==> config.mk <==
export PLATFORM = sky130hd
export DESIGN_NAME = radio_packet_crc_check_decode_core
export DESIGN_NICKNAME = d
export VERILOG_FILES = /design/src/rtl/rpcc_pkg.sv /design/src/rtl/radio_packet_crc_check_decode_core.sv /design/src/rtl/rpcc_decode.sv
export SDC_FILE = /design/constraint.sdc
export NUM_CORES = 1
export LEC_CHECK = 0
export BUFFER_PORTS_ARGS = -buffer_cell sky130_fd_sc_hd__buf_4
export CAP_MARGIN = 0
export CORE_ASPECT_RATIO = 1.4
export CORE_MARGIN = 1
export CORE_UTILIZATION = 35
export CTS_BUF_LIST = sky130_fd_sc_hd__clkbuf_16
export DETAILED_ROUTE_END_ITERATION = 8
export PLACE_DENSITY = 0.52
export SLEW_MARGIN = 10
export SYNTH_ARGS = -nofsm -noshare
export SYNTH_HDL_FRONTEND = slang
export SYNTH_SLANG_ARGS = --single-unit
==> constraint.sdc <==
create_clock -name i_clk -period 9.65 [get_ports i_clk]
set_input_delay 0.965 -clock i_clk [delete_from_list [all_inputs] [get_ports i_clk]]
set_output_delay 0.965 -clock i_clk [all_outputs]
set_load 0.05 [all_outputs]
==> src/rtl/rpcc_pkg.sv <==
// shared types, constants and crc function for the radio packet crc check
package rpcc_pkg;

    localparam logic [15:0] CRC_POLY = 16'h1021;
    localparam logic [15:0] CRC_SEED = 16'h1D0F;
    localparam int          NSTG     = 6;
    localparam int          CHK1_STG = 2;

    typedef struct packed {
        logic [7:0] pkt_byte0;
        logic [7:0] pkt_byte1;
        logic [7:0] pkt_byte2;
        logic [7:0] pkt_byte3;
        logic [7:0] pkt_byte4;
        logic [7:0] pkt_byte5;
        logic [7:0] pkt_byte6;
    } t_pkt_in;

    typedef struct packed {
        logic       packet_ok;
        logic [7:0] ident_first;
        logic [7:0] ident_second;
        logic [3:0] key_code;
        logic [2:0] kind_code;
        logic [2:0] class_code;
        logic [7:0] extra_byte;
    } t_pkt_out;

    function automatic logic [15:0] crc_byte(input logic [15:0] crc, input logic [7:0] b);
        logic [15:0] c;
        c = crc ^ {b, 8'h00};
        for (int k = 0; k < 8; k++) begin
            if (c[15]) begin
                c = {c[14:0], 1'b0} ^ CRC_POLY;
            end else begin
                c = {c[14:0], 1'b0};
            end
        end
        return c;
    endfunction

    function automatic logic [7:0] get_byte(input t_pkt_in p, input int idx);
        logic [7:0] b;
        case (idx)
            0:       b = p.pkt_byte0;
            1:       b = p.pkt_byte1;
            2:       b = p.pkt_byte2;
            3:       b = p.pkt_byte3;
            4:       b = p.pkt_byte4;
            5:       b = p.pkt_byte5;
            default: b = p.pkt_byte6;
        endcase
        return b;
    endfunction

endpackage

==> src/rtl/radio_packet_crc_check_decode_core.sv <==
// Checks both CRC fields (poly 0x1021, seed 0x1D0F) of a seven-byte radio packet, a
// CRC-16 in bytes 3-4 and the low CRC byte in byte 6, and decodes its fields; one item is
// taken per cycle while o_stall is low: six register stages each fold one packet byte into
// the CRC, then an output register holds the result. A stalled output only holds the
// stages behind it that are full, so empty stages keep taking items.
module radio_packet_crc_check_decode_core (
    input  logic               i_clk,
    input  logic               i_rst_n,
    input  logic               i_valid,
    output logic               o_stall,
    input  rpcc_pkg::t_pkt_in  i_pkt,
    output logic               o_valid,
    input  logic               i_stall,
    output rpcc_pkg::t_pkt_out o_res
);
    import rpcc_pkg::*;

    logic [NSTG-1:0] r_v;
    t_pkt_in         r_pkt [NSTG];
    logic [15:0]     r_crc [NSTG];
    logic [NSTG-1:0] r_ok1;
    logic [15:0]     n_crc [NSTG];
    logic [NSTG-1:0] mv;
    logic            mv_out;
    logic            r_ov;
    t_pkt_out        r_res;
    t_pkt_out        dec_res;

    // advance chain, a stage moves when it is empty or the next one moves
    always_comb begin
        mv_out     = !r_ov || !i_stall;
        mv[NSTG-1] = !r_v[NSTG-1] || mv_out;
        for (int k = NSTG - 2; k >= 0; k--) begin
            mv[k] = !r_v[k] || mv[k+1];
        end
    end

    always_comb begin
        n_crc[0] = crc_byte(CRC_SEED, i_pkt.pkt_byte0);
        for (int k = 1; k < NSTG; k++) begin
            n_crc[k] = crc_byte(r_crc[k-1], get_byte(r_pkt[k-1], k));
        end
    end

    always_ff @(posedge i_clk) begin
        if (!i_rst_n) begin
            r_v  <= '0;
            r_ov <= 1'b0;
        end else begin
            if (mv[0]) begin
                r_v[0] <= i_valid;
            end
            for (int k = 1; k < NSTG; k++) begin
                if (mv[k]) begin
                    r_v[k] <= r_v[k-1];
                end
            end
            if (mv_out) begin
                r_ov <= r_v[NSTG-1];
            end
        end
    end

    always_ff @(posedge i_clk) begin
        if (mv[0] && i_valid) begin
            r_pkt[0] <= i_pkt;
            r_crc[0] <= n_crc[0];
            r_ok1[0] <= 1'b0;
        end
        for (int k = 1; k < NSTG; k++) begin
            if (mv[k] && r_v[k-1]) begin
                r_pkt[k] <= r_pkt[k-1];
                r_crc[k] <= n_crc[k];
                if (k == CHK1_STG) begin
                    r_ok1[k] <= (n_crc[k] == {r_pkt[k-1].pkt_byte3, r_pkt[k-1].pkt_byte4});
                end else begin
                    r_ok1[k] <= r_ok1[k-1];
                end
            end
        end
        if (mv_out && r_v[NSTG-1]) begin
            r_res <= dec_res;
        end
    end

    rpcc_decode u_decode (
        .i_pkt (r_pkt[NSTG-1]),
        .i_crc (r_crc[NSTG-1]),
        .i_ok1 (r_ok1[NSTG-1]),
        .o_res (dec_res)
    );

    assign o_stall = !mv[0];
    assign o_valid = r_ov;
    assign o_res   = r_res;

endmodule

==> src/rtl/rpcc_decode.sv <==
// final crc compare and field decode of one packet
module rpcc_decode (
    input  rpcc_pkg::t_pkt_in  i_pkt,
    input  logic [15:0]        i_crc,
    input  logic               i_ok1,
    output rpcc_pkg::t_pkt_out o_res
);
    import rpcc_pkg::*;

    logic ok;

    assign ok = i_ok1 && (i_crc[7:0] == i_pkt.pkt_byte6);

    always_comb begin
        o_res = '0;
        if (ok) begin
            o_res.packet_ok    = 1'b1;
            o_res.ident_first  = i_pkt.pkt_byte0;
            o_res.ident_second = i_pkt.pkt_byte1;
            o_res.key_code     = i_pkt.pkt_byte5[3:0];
            o_res.kind_code    = {i_pkt.pkt_byte5[5:4], 1'b0};
            o_res.class_code   = {1'b0, i_pkt.pkt_byte5[7:6]} + 3'd1;
            o_res.extra_byte   = i_pkt.pkt_byte2;
        end
    end

endmodule

# Word-level counts from Yosys, hierarchy flattened
# Memories as Yosys holds them, arrays and structs flattened.
# Index checks and enable logic that the tools add are counted.
[totals] ramBits=432 reg_bits=46 word_cells=163 out_inout_bits=37 in_bits=60 n_memories=2
[classes] n_eq_ne=2 addsub=1 n_reduce_logical=24 bitwise=54 n_mux=61
[memory_table] name="r_pkt" words=6 word_bits=56 read_ports=6 rd_ports_with_merged_regs=0 write_ports=6 line_no="radio_packet_crc_check_decode_core.sv:19" text="t_pkt_in r_pkt [NSTG];"
[memory_table] name="r_crc" words=6 word_bits=16 read_ports=6 rd_ports_with_merged_regs=0 write_ports=6 line_no="radio_packet_crc_check_decode_core.sv:20" text="logic [15:0] r_crc [NSTG];"
[ops] operator="13-bit 2-to-1 mux" count=48
[ops] operator="3-bit inverter" count=48
[ops] operator="16-bit XOR" count=5
[ops] operator="35-bit 2-to-1 mux" count=1
[ops] operator="16-bit == test" count=1
[ops] operator="1-bit 2-to-1 mux" count=12
[ops] operator="1-bit zero test" count=9
[ops] operator="8-bit == test" count=1
[ops] operator="1-bit logical AND" count=8
[ops] operator="8-bit inverter" count=1
[ops] operator="1-bit logical OR" count=7
[ops] operator="2-bit by 1-bit adder with 3-bit output (second input constant)" count=1

# Longest topological paths before layout
# Gate-level depths: netlist (run 1).
# An unclocked memory read counts as a cell.
[depth] ltp_word=19 mapped_depth=5 depth_no_buf=5

# Hierarchy
# A second synthesis (run 1) with hierarchy kept.
[unflattened] cells_unflattened=766 area_unflattened_um2=16691.0
[by_module_without_submodules] mod="radio_packet_crc_check_decode_core" area_per_inst_um2=15897.7 cells_per_inst=667 n_inst=1
[by_module_without_submodules] mod="rpcc_decode" area_per_inst_um2=793.3 cells_per_inst=99 n_inst=1

# Worst setup path after synthesis (run 1)
# OpenSTA, ideal clock, no wires.
[synth_timing] kind="input -> register" from="input i_stall" to="memory r_crc[1][0] (enable)" path_stages=4 arrival_ns=6.812 required_ns=9.038 setup_ns=0.612 path_slack_ns=2.226 cell_sequence="and3_1 > and2_1 > and3_1 > a21boi_0"
[synth_lines] item="start, declared" line_no="radio_packet_crc_check_decode_core.sv:13" text="input logic i_stall,"
[synth_lines] item="end, declared" line_no="radio_packet_crc_check_decode_core.sv:20"

# Final worst setup path (run 1)
[layout_timing] from="input i_stall" to="output o_stall"
[layout_between] elab_chain_len=9
[layout_rtl] item="1-bit zero test" line_no="radio_packet_crc_check_decode_core.sv:31" text="mv_out = !r_ov || !i_stall;"
[layout_rtl] item="1-bit logical OR" line_no="radio_packet_crc_check_decode_core.sv:31"
[layout_rtl] item="1-bit logical OR" line_no="radio_packet_crc_check_decode_core.sv:32" text="mv[NSTG-1] = !r_v[NSTG-1] || mv_out;"
[layout_rtl] item="1-bit logical OR (5 in series)" line_no="radio_packet_crc_check_decode_core.sv:34" text="mv[k] = !r_v[k] || mv[k+1];"
[layout_rtl] item="1-bit zero test" line_no="radio_packet_crc_check_decode_core.sv:93" text="assign o_stall = !mv[0];"
[layout_rtl] item="end, declared" line_no="radio_packet_crc_check_decode_core.sv:10" text="output logic o_stall,"
# No other way between the ends.

==> out/qor.yml, run 1 <==
timing:
  final.min_clock_period_ps: 3510
  final-setup-viol-count: 0
  timing.setup.tns_ps: 0
  max_freq_ghz: 0.285
  hold_viol: 0
  count_of_final_max_slew_check_failures: 0
  worst-slew-pin-transition_ps: 1080
  timing.final.crit_share_pct: 36.4
  relSlewSlack_pct: 27.7
  grt_setup_unrepaired: "false"
  skew_ps: 13.5
  setup_slack_ps: 6140
setup_path:
  critPathMaxFanout: 5
  worst-setup-path-type: "primary input to output port"
  required_time_at_the_endpoint_of_the_critical_path_ps: 8690
  worstReg2RegStart: "o_valid"
  rr_worst_depth: 6
  regToRegSetupSlack_ps: 7010
  timing.critical_path.from: "i_stall"
  timing.critical_path.to_type: "output port"
  timing.critical_path.arrival_ps: 2540
  worstReg2RegEnd: "r_pkt[0][1]"
  worst_setup_path_start_kind: "primary input"
  setup.worst_path.end: "o_stall"
clock_tree:
  cts_root_buffer: "clkbuf_16"
  cts_post_setup_buffers_inserted: 0
  worst_case_clock_buffer_depth: 3
  tritoncts_clock_tree: "yes"
  postCtsHoldBufs: 0
  h-tree-depth: 2
  numCtsBuffers: 38
  cts_repair_resize_count: 0
  clkSinkCount: 418
  worst_skew_pair.late_latency_ps: 530
  worst_setup_hold_path_clk_slew_ps: 60
route:
  route.detailed.wl_per_inst_um: 14.9
  drc: 0
  antenna_left: 0
  wl_mm: 19.9
  count_of_vias_placed_by_the_detailed_router: 5485
  drtPass1Iterations: 4
  avgViaCountPerCell: 4.09
  drt_iter0_markers: 223
place:
  dpl.cell_count: 1276
  place_ws_ps: 6140
  port_buffers: 95
  total_half_perimeter_wirelength_after_legalization_and_detailed_placement_mm: 13.2
  routabilityCongestion: 0.741
pwr:
  power.total_mw: 3.69
  switching_power_uw: 737
  share_clk_of_total_power_pct: 38.6
  cellPowerDensity_nw_per_um2: 217
  swShare_pct: 19.9
  power.share.combinational_pct: 5.1
  seq_power_share_pct: 56.3
  leakage_nw: 5.55
  vdd.ir_drop.worst_mv: 0.0979
  cellInternalPower_mw: 2.96
die:
  die_x_um: 173
  std_cell_rows: 87
  full_die_area_um2: 41900
  placeableCoreArea_um2: 40400
  die-height_um: 242
  starting_density_of_the_core_pct: 35.6
  top_level_ports: 97
hold_path:
  timing.hold.worst.start: "r_pkt[2][41]"
  class_of_the_most_critical_hold_timing_path: "register to register"
status:
  status: "finished clean"
logic_synthesis:
  synthesis.yosys.warnings: 0
  yosysSeqAreaShare_pct: 86.8
  yosysTopAreaCell: "edfxtp_1"
  fraction_of_registers_with_async_set_reset_pct: 0
  synth_compound_gate_area_share_pct: 0.566
  synth_enable_flop_cells: 411
  synth_area_um2: 14400
  yosys.area_share.simple_pct: 2.52
  synth_xor_area_share_pct: 9.60
  synth_area_per_cell_um2: 22.3
  yosys-top-cells-area: "edfxtp_1 86%, xnor2_1 5.9%, xor2_1 2.2%"
  yosys-mux-area-fraction_pct: 0.0696
  synth_top_area_share_pct: 85.8
  dominant_combinational_cell_family_by_area_after_synthesis: "XOR/XNOR gates"
  netlist_instances: 644
  synth_flop_cell: "edfxtp_1"
  synth_nets: 705
  ys_seq_elements: 418
  adder_cell_area_share_of_the_yosys_netlist_pct: 0.0870
  synth.distinct_cells: 30
global_routing:
  grt_start_max_net_pins: 74
  antenna_found_initial: 0
  gr-total-overflow: 0
  grt_use_total_pct: 9.78
  grt_pass1_wl_mm: 31.5
  grt_pass1_vias: 5790
layout:
  design.final.nets: 843
  antennaDiodeCount: 0
  final_cells: 1341
  final_common_cell: "edfxtp_1"
  area_growth_syn_to_layout_pct: 18.5
  postLayoutCoreUtil_pct: 42.2
  layout-drive-gt1-share_pct: 21.6
  commonest_cells_after_routing_fill_and_taps_aside: "411 x edfxtp_1, 102 x buf_4, 97 x xnor2_1, 39 x clkbuf_16, 36 x xor2_1"
flow_run:
  max_cap_viol_count: 0
-- cell families after synthesis --
family          count (synthesis)
flops                         418
xor+xnor                      143
simple gates                   57
compound gates                 12
buf+inv                        11
fa+ha+maj                       1
other cells                     1
mux                             1
-- Yosys cell counts (2+ instances only) --
master    number
edfxtp_1     411
xnor2_1       97
xor2_1        36
and2_1        33
dfxtp_1        7
inv_1          7
nor2b_1        7
xnor2_2        5
and3_1         4
o21a_1         4
a21boi_0       3
a21oi_1        3
clkbuf_1       3
nand4_1        3
nor3_1         3
xnor2_4        3
and3_2         2
-- stage by stage --
step | hold WS [ps] | instance area [um2]
after global routing | 419 | 17000
after floorplan | 400 | 14400
after detailed placement | 405 | 15900
final | 408 | 17000
after CTS | 411 | 17000
after global placement | 402 | 15900
-- worst min path at each step --
stage	depth (start not counted)	slack, ps	end
detailed placement	0	400	r_ok1[4]
finish	0	410	r_pkt[3][41]
CTS	0	410	r_pkt[3][41]
global placement	0	400	r_pkt[4][8]
floorplan	0	400	r_ok1[3]
global route	0	420	r_pkt[4][33]
-- flip-flops by register name (all words and copies together), names as in the netlist --
| name | flops |
|---|---|
| r_pkt | 296 |
| r_crc | 77 |
| o_res | 34 |
| r_v | 6 |
| r_ok1 | 4 |
| o_valid | 1 |
-- power by group through the flow --
stage	registers [mW]	clock network, mW	logic [mW]
global placement	2.12	0	0.192
global route	2.09	1.54	0.206
CTS	2.08	1.48	0.196
detailed placement	2.12	0	0.195
finish	2.08	1.42	0.188
floorplan	2.12	0	0.127
-- worst max-delay path, cell delays in order --
cell and delay (ps):
buf_4 100, and3_1 240, and2_1 320, and3_1 380
and3_1 300, buf_4 230
-- final cells by class --
| type | instances | area (um2) |
|---|---|---|
| multi-input combinational | 215 | 1920 |
| sequential | 418 | 12500 |
| inverter | 7 | 26.3 |
| fill | 3510 | 23300 |
| timing repair buffer | 102 | 766 |
| clock inverter | 26 | 205 |
| tap | 534 | 668 |
| clock buffer | 39 | 976 |
-- routing by layer --
layer | wire length, um | GRT usage (%)
met3 | 902 | 2.56
met1 | 7900 | 10.8
met4 | 533 | 4.16
met2 | 10600 | 17.6
met5 | 0 | 0
No activity file was read; power rests on OpenSTA's default activity.
==> run 2: changes to the inputs <==
--- a/config.mk
+++ b/config.mk
@@ -5,6 +5,7 @@
 export SDC_FILE = /design/constraint.sdc
 export NUM_CORES = 1
 export LEC_CHECK = 0
+export ABC_AREA = 1
 export BUFFER_PORTS_ARGS = -buffer_cell sky130_fd_sc_hd__buf_4
 export CAP_MARGIN = 0
 export CORE_ASPECT_RATIO = 1.4
==> constraint.sdc (replaced) <==
create_clock -name i_clk -period 3.6 [get_ports i_clk]
set_input_delay 0.36 -clock i_clk [delete_from_list [all_inputs] [get_ports i_clk]]
set_output_delay 0.36 -clock i_clk [all_outputs]
set_load 0.05 [all_outputs]
==> run 2 against run 1 <==
  * Critical endpoint unchanged
  * Non-clock buffer count rose by 47
  * Largest cell class unchanged
  * Total power rose to 2.6 times the previous value
  * Hold slack worse by 370 ps
  * Combinational power grew to 2.6 times the previous value
  * Core utilization grew 0.56 points
  * Die area grew 4.6%
==> out/qor.yml, run 2 <==
timing:
  final-setup-viol-count: 0  # unchanged
  worst-slew-pin-transition_ps: 937  # -145 ps
  hold_viol: 0  # unchanged
  setup_slack_ps: 1020  # -5120 ps
  relSlewSlack_pct: 37.6  # +9.9 points
  count_of_final_max_slew_check_failures: 0  # unchanged
  skew_ps: 16.8  # +3.30 ps
  grt_setup_unrepaired: "false"
  timing.final.crit_share_pct: 71.7
  max_freq_ghz: 0.388
  timing.setup.tns_ps: 0  # unchanged
  final.min_clock_period_ps: 2580
  hold_ws_ps: 35.5  # -373 ps
pwr:
  seq_power_share_pct: 57.0  # +0.7 points
  cellInternalPower_mw: 7.79  # +160%
  share_clk_of_total_power_pct: 37.9  # -0.7 points
  vdd.ir_drop.worst_mv: 0.295  # +200%
  power.total_mw: 9.78  # +160%
  swShare_pct: 20.3  # +0.35 points
  switching_power_mw: 1.98  # +170%
  leakage_nw: 6.47  # +17%
  cellPowerDensity_nw_per_um2: 540  # +150%
  power.share.combinational_pct: 5.1  # about the same
clock_tree:
  numCtsBuffers: 39  # +2.6%
  tritoncts_clock_tree: "yes"
  h-tree-depth: 2  # unchanged
  cts_post_setup_buffers_inserted: 0  # unchanged
  worst_setup_hold_path_clk_slew_ps: 60  # about the same
  cts_root_buffer: "clkbuf_16"
  clkSinkCount: 418  # unchanged
  worst_case_clock_buffer_depth: 3  # unchanged
  worst_skew_pair.late_latency_ps: 530  # about the same
route:
  count_of_vias_placed_by_the_detailed_router: 6557  # +20%
  avgViaCountPerCell: 4.10  # +0.19%
  drtPass1Iterations: 4  # unchanged
  drc: 0  # unchanged
  wl_mm: 22.8  # +15%
  antenna_left: 0  # unchanged
  route.detailed.wl_per_inst_um: 14.3  # -4.0%
  drt_iter0_markers: 349  # +57%
layout:
  antennaDiodeCount: 0  # unchanged
  stdcell_area_um2: 18100  # +6.2%
  design.final.nets: 1091  # +29%
  layout-drive-gt1-share_pct: 21.2  # -0.40 points
  area_growth_syn_to_layout_pct: 20.3
  fillerInstances: 3770  # +7.4%
  max_reg_flops: 296  # unchanged
  largest-register: "r_pkt"
  postLayoutCoreUtil_pct: 42.8  # +0.56 points
  commonest_cells_after_routing_fill_and_taps_aside: "411 x edfxtp_1, 114 x nand2_1, 101 x buf_4, 96 x inv_1, 63 x xnor2_1"
  final_common_cell: "edfxtp_1"
  final_cells: 1600  # +19%
flow_run:
  max_cap_viol_count: 0  # unchanged
setup_path:
  required_time_at_the_endpoint_of_the_critical_path_ps: 3240  # -5450 ps
  critPathMaxFanout: 3  # -2
  worst-setup-path-type: "register to output port"
  crit_path_cell_trace: "nand2_1 -> nor2_1 -> nand2_1 -> nor2_2 -> nand2_1 -> nor2_1 -> nand2_1 -> inv_1 -> buf_4"
  crit_path_slowest_cell: "dfxtp_1"
  timing.critical_path.arrival_ps: 2220  # -320 ps
  worst_setup_path_start_kind: "register"
  cpMostUsedCell: "nand2_1"
  cp_top_family: "simple AND/OR/NAND/NOR gates"
  timing.critical_path.to_type: "output port"
  cp.buffers_inverters: 2  # unchanged
  slowest_delay_ps: 390  # about the same
logic_synthesis:
  synth_top_area_share_pct: 82.1  # -3.8 points
  synthesis.yosys.warnings: 0  # unchanged
  fraction_of_registers_with_async_set_reset_pct: 0  # unchanged
  netlist_top_cells_count: "411 x edfxtp_1, 114 x nand2_1, 89 x inv_1"
  most_frequent_cell_after_synthesis: "edfxtp_1"
  synth.distinct_cells: 27  # -10%
  synth_flop_cell: "edfxtp_1"
  netlist_instances: 844  # +31%
  yosysSeqAreaShare_pct: 83.0  # -3.8 points
  synth_nets: 905  # +28%
  synth_area_um2: 15000  # +4.6%
  ys_seq_elements: 418  # unchanged
  synth_enable_flop_cells: 411  # unchanged
  yosysTopAreaCell: "edfxtp_1"
  yosys-top-cells-area: "edfxtp_1 82%, xnor2_1 3.7%, nand2_1 2.8%"
  synth_area_per_cell_um2: 17.8  # -20%
place:
  place_ws_ps: 1100  # -5040 ps
  port_buffers: 95  # unchanged
  postPlaceCellArea_um2: 16500  # +3.8%
  total_half_perimeter_wirelength_after_legalization_and_detailed_placement_mm: 15.5  # +17%
  dpl.cell_count: 1488  # +17%
  routabilityCongestion: 0.791  # +6.6%
global_routing:
  grt_use_total_pct: 10.9  # +1.1 points
  grt_start_max_net_pins: 70  # -5.4%
  grt_pass1_vias: 6805  # +18%
  gr-total-overflow: 0  # unchanged
  antenna_found_initial: 0  # unchanged
  grt_pass1_wl_mm: 35.8  # +14%
die:
  placeableCoreArea_um2: 42300  # +4.8%
  full_die_area_um2: 43800  # +4.6%
  std_cell_rows: 89  # +2.3%
  die_x_um: 177  # +2.3%
  starting_density_of_the_core_pct: 35.5  # -0.057 points
  top_level_ports: 97  # unchanged
  die-height_um: 247  # +2.3%
hold_path:
  class_of_the_most_critical_hold_timing_path: "primary input to register"
status:
  status: "finished clean"
==> run 2: power by group through the flow <==
stage               registers, mW  logic (mW)  clock network, mW
floorplan                    5.66       0.299                  0
detailed placement           5.69       0.470                  0
finish                       5.58       0.495               3.71
global route                 5.59       0.556               4.03
CTS                          5.58       0.512               3.86
global placement             5.68       0.466                  0
==> run 2: cells by family after synthesis <==
kind of cell             after synthesis  synth area share [%]
AND/OR/NAND/NOR                      216                  7.79
adder cells (fa/ha/maj)                1                0.0832
XOR/XNOR                              98                  5.81
buffers and inverters                 97                  2.79
other                                  1                0.0249
flip-flops                           418                  83.0
AO/OA/AOI/OAI                         13                 0.516
==> run 2: cell type report <==
class | count | area [um2] | area share (%)
flip-flops and latches | 418 | 12500 | 69.0
inverters | 93 | 352 | 1.94
well taps | 546 | 683 | 3.78
clock inverters | 25 | 141 | 0.781
clock buffers | 40 | 1000 | 5.53
repair buffers | 149 | 1260 | 6.96
multi-input cells | 329 | 2180 | 12.0
==> run 2: per-layer routing <==
| metal | part of all wire, % | GRT usage [%] | vias up |
|---|---|---|---|
| li1 | - | - | 3294 |
| met1 | 39 | 11.8 | 3099 |
| met2 | 54 | 20.5 | 116 |
| met3 | 3.9 | 2.06 | 48 |
| met4 | 3.2 | 4.79 | 0 |
| met5 | 0 | 0 | - |
==> run 2: what timing repair did <==
| action | CTS | global route |
|---|---|---|
| endpoints found under the hold margin | 46 | 0 |
| hold buffers | 46 | 0 |
| gates resized for setup | 0 | 0 |
==> run 2: final timing paths <==
check	cells past startpoint	slack, ps	to	from
setup reg to reg	10	1190	r_pkt[1][25]	o_valid
hold reg to reg	0	410	r_pkt[1][49]	r_pkt[0][49]
hold / removal	1	40	r_pkt[0][50]	i_pkt[50]
setup / recovery	9	1020	o_stall	o_valid
==> run 2: worst register-to-register path, cell delays in order, from the launching register on <==
cell and delay [ps]:
dfxtp_1 390, nand2_1 90, nor2_1 240, nand2_1 130
nor2_2 190, nand2_1 120, nor2_1 140, inv_1 70
nand2_1 90, inv_2 340, buf_12 360
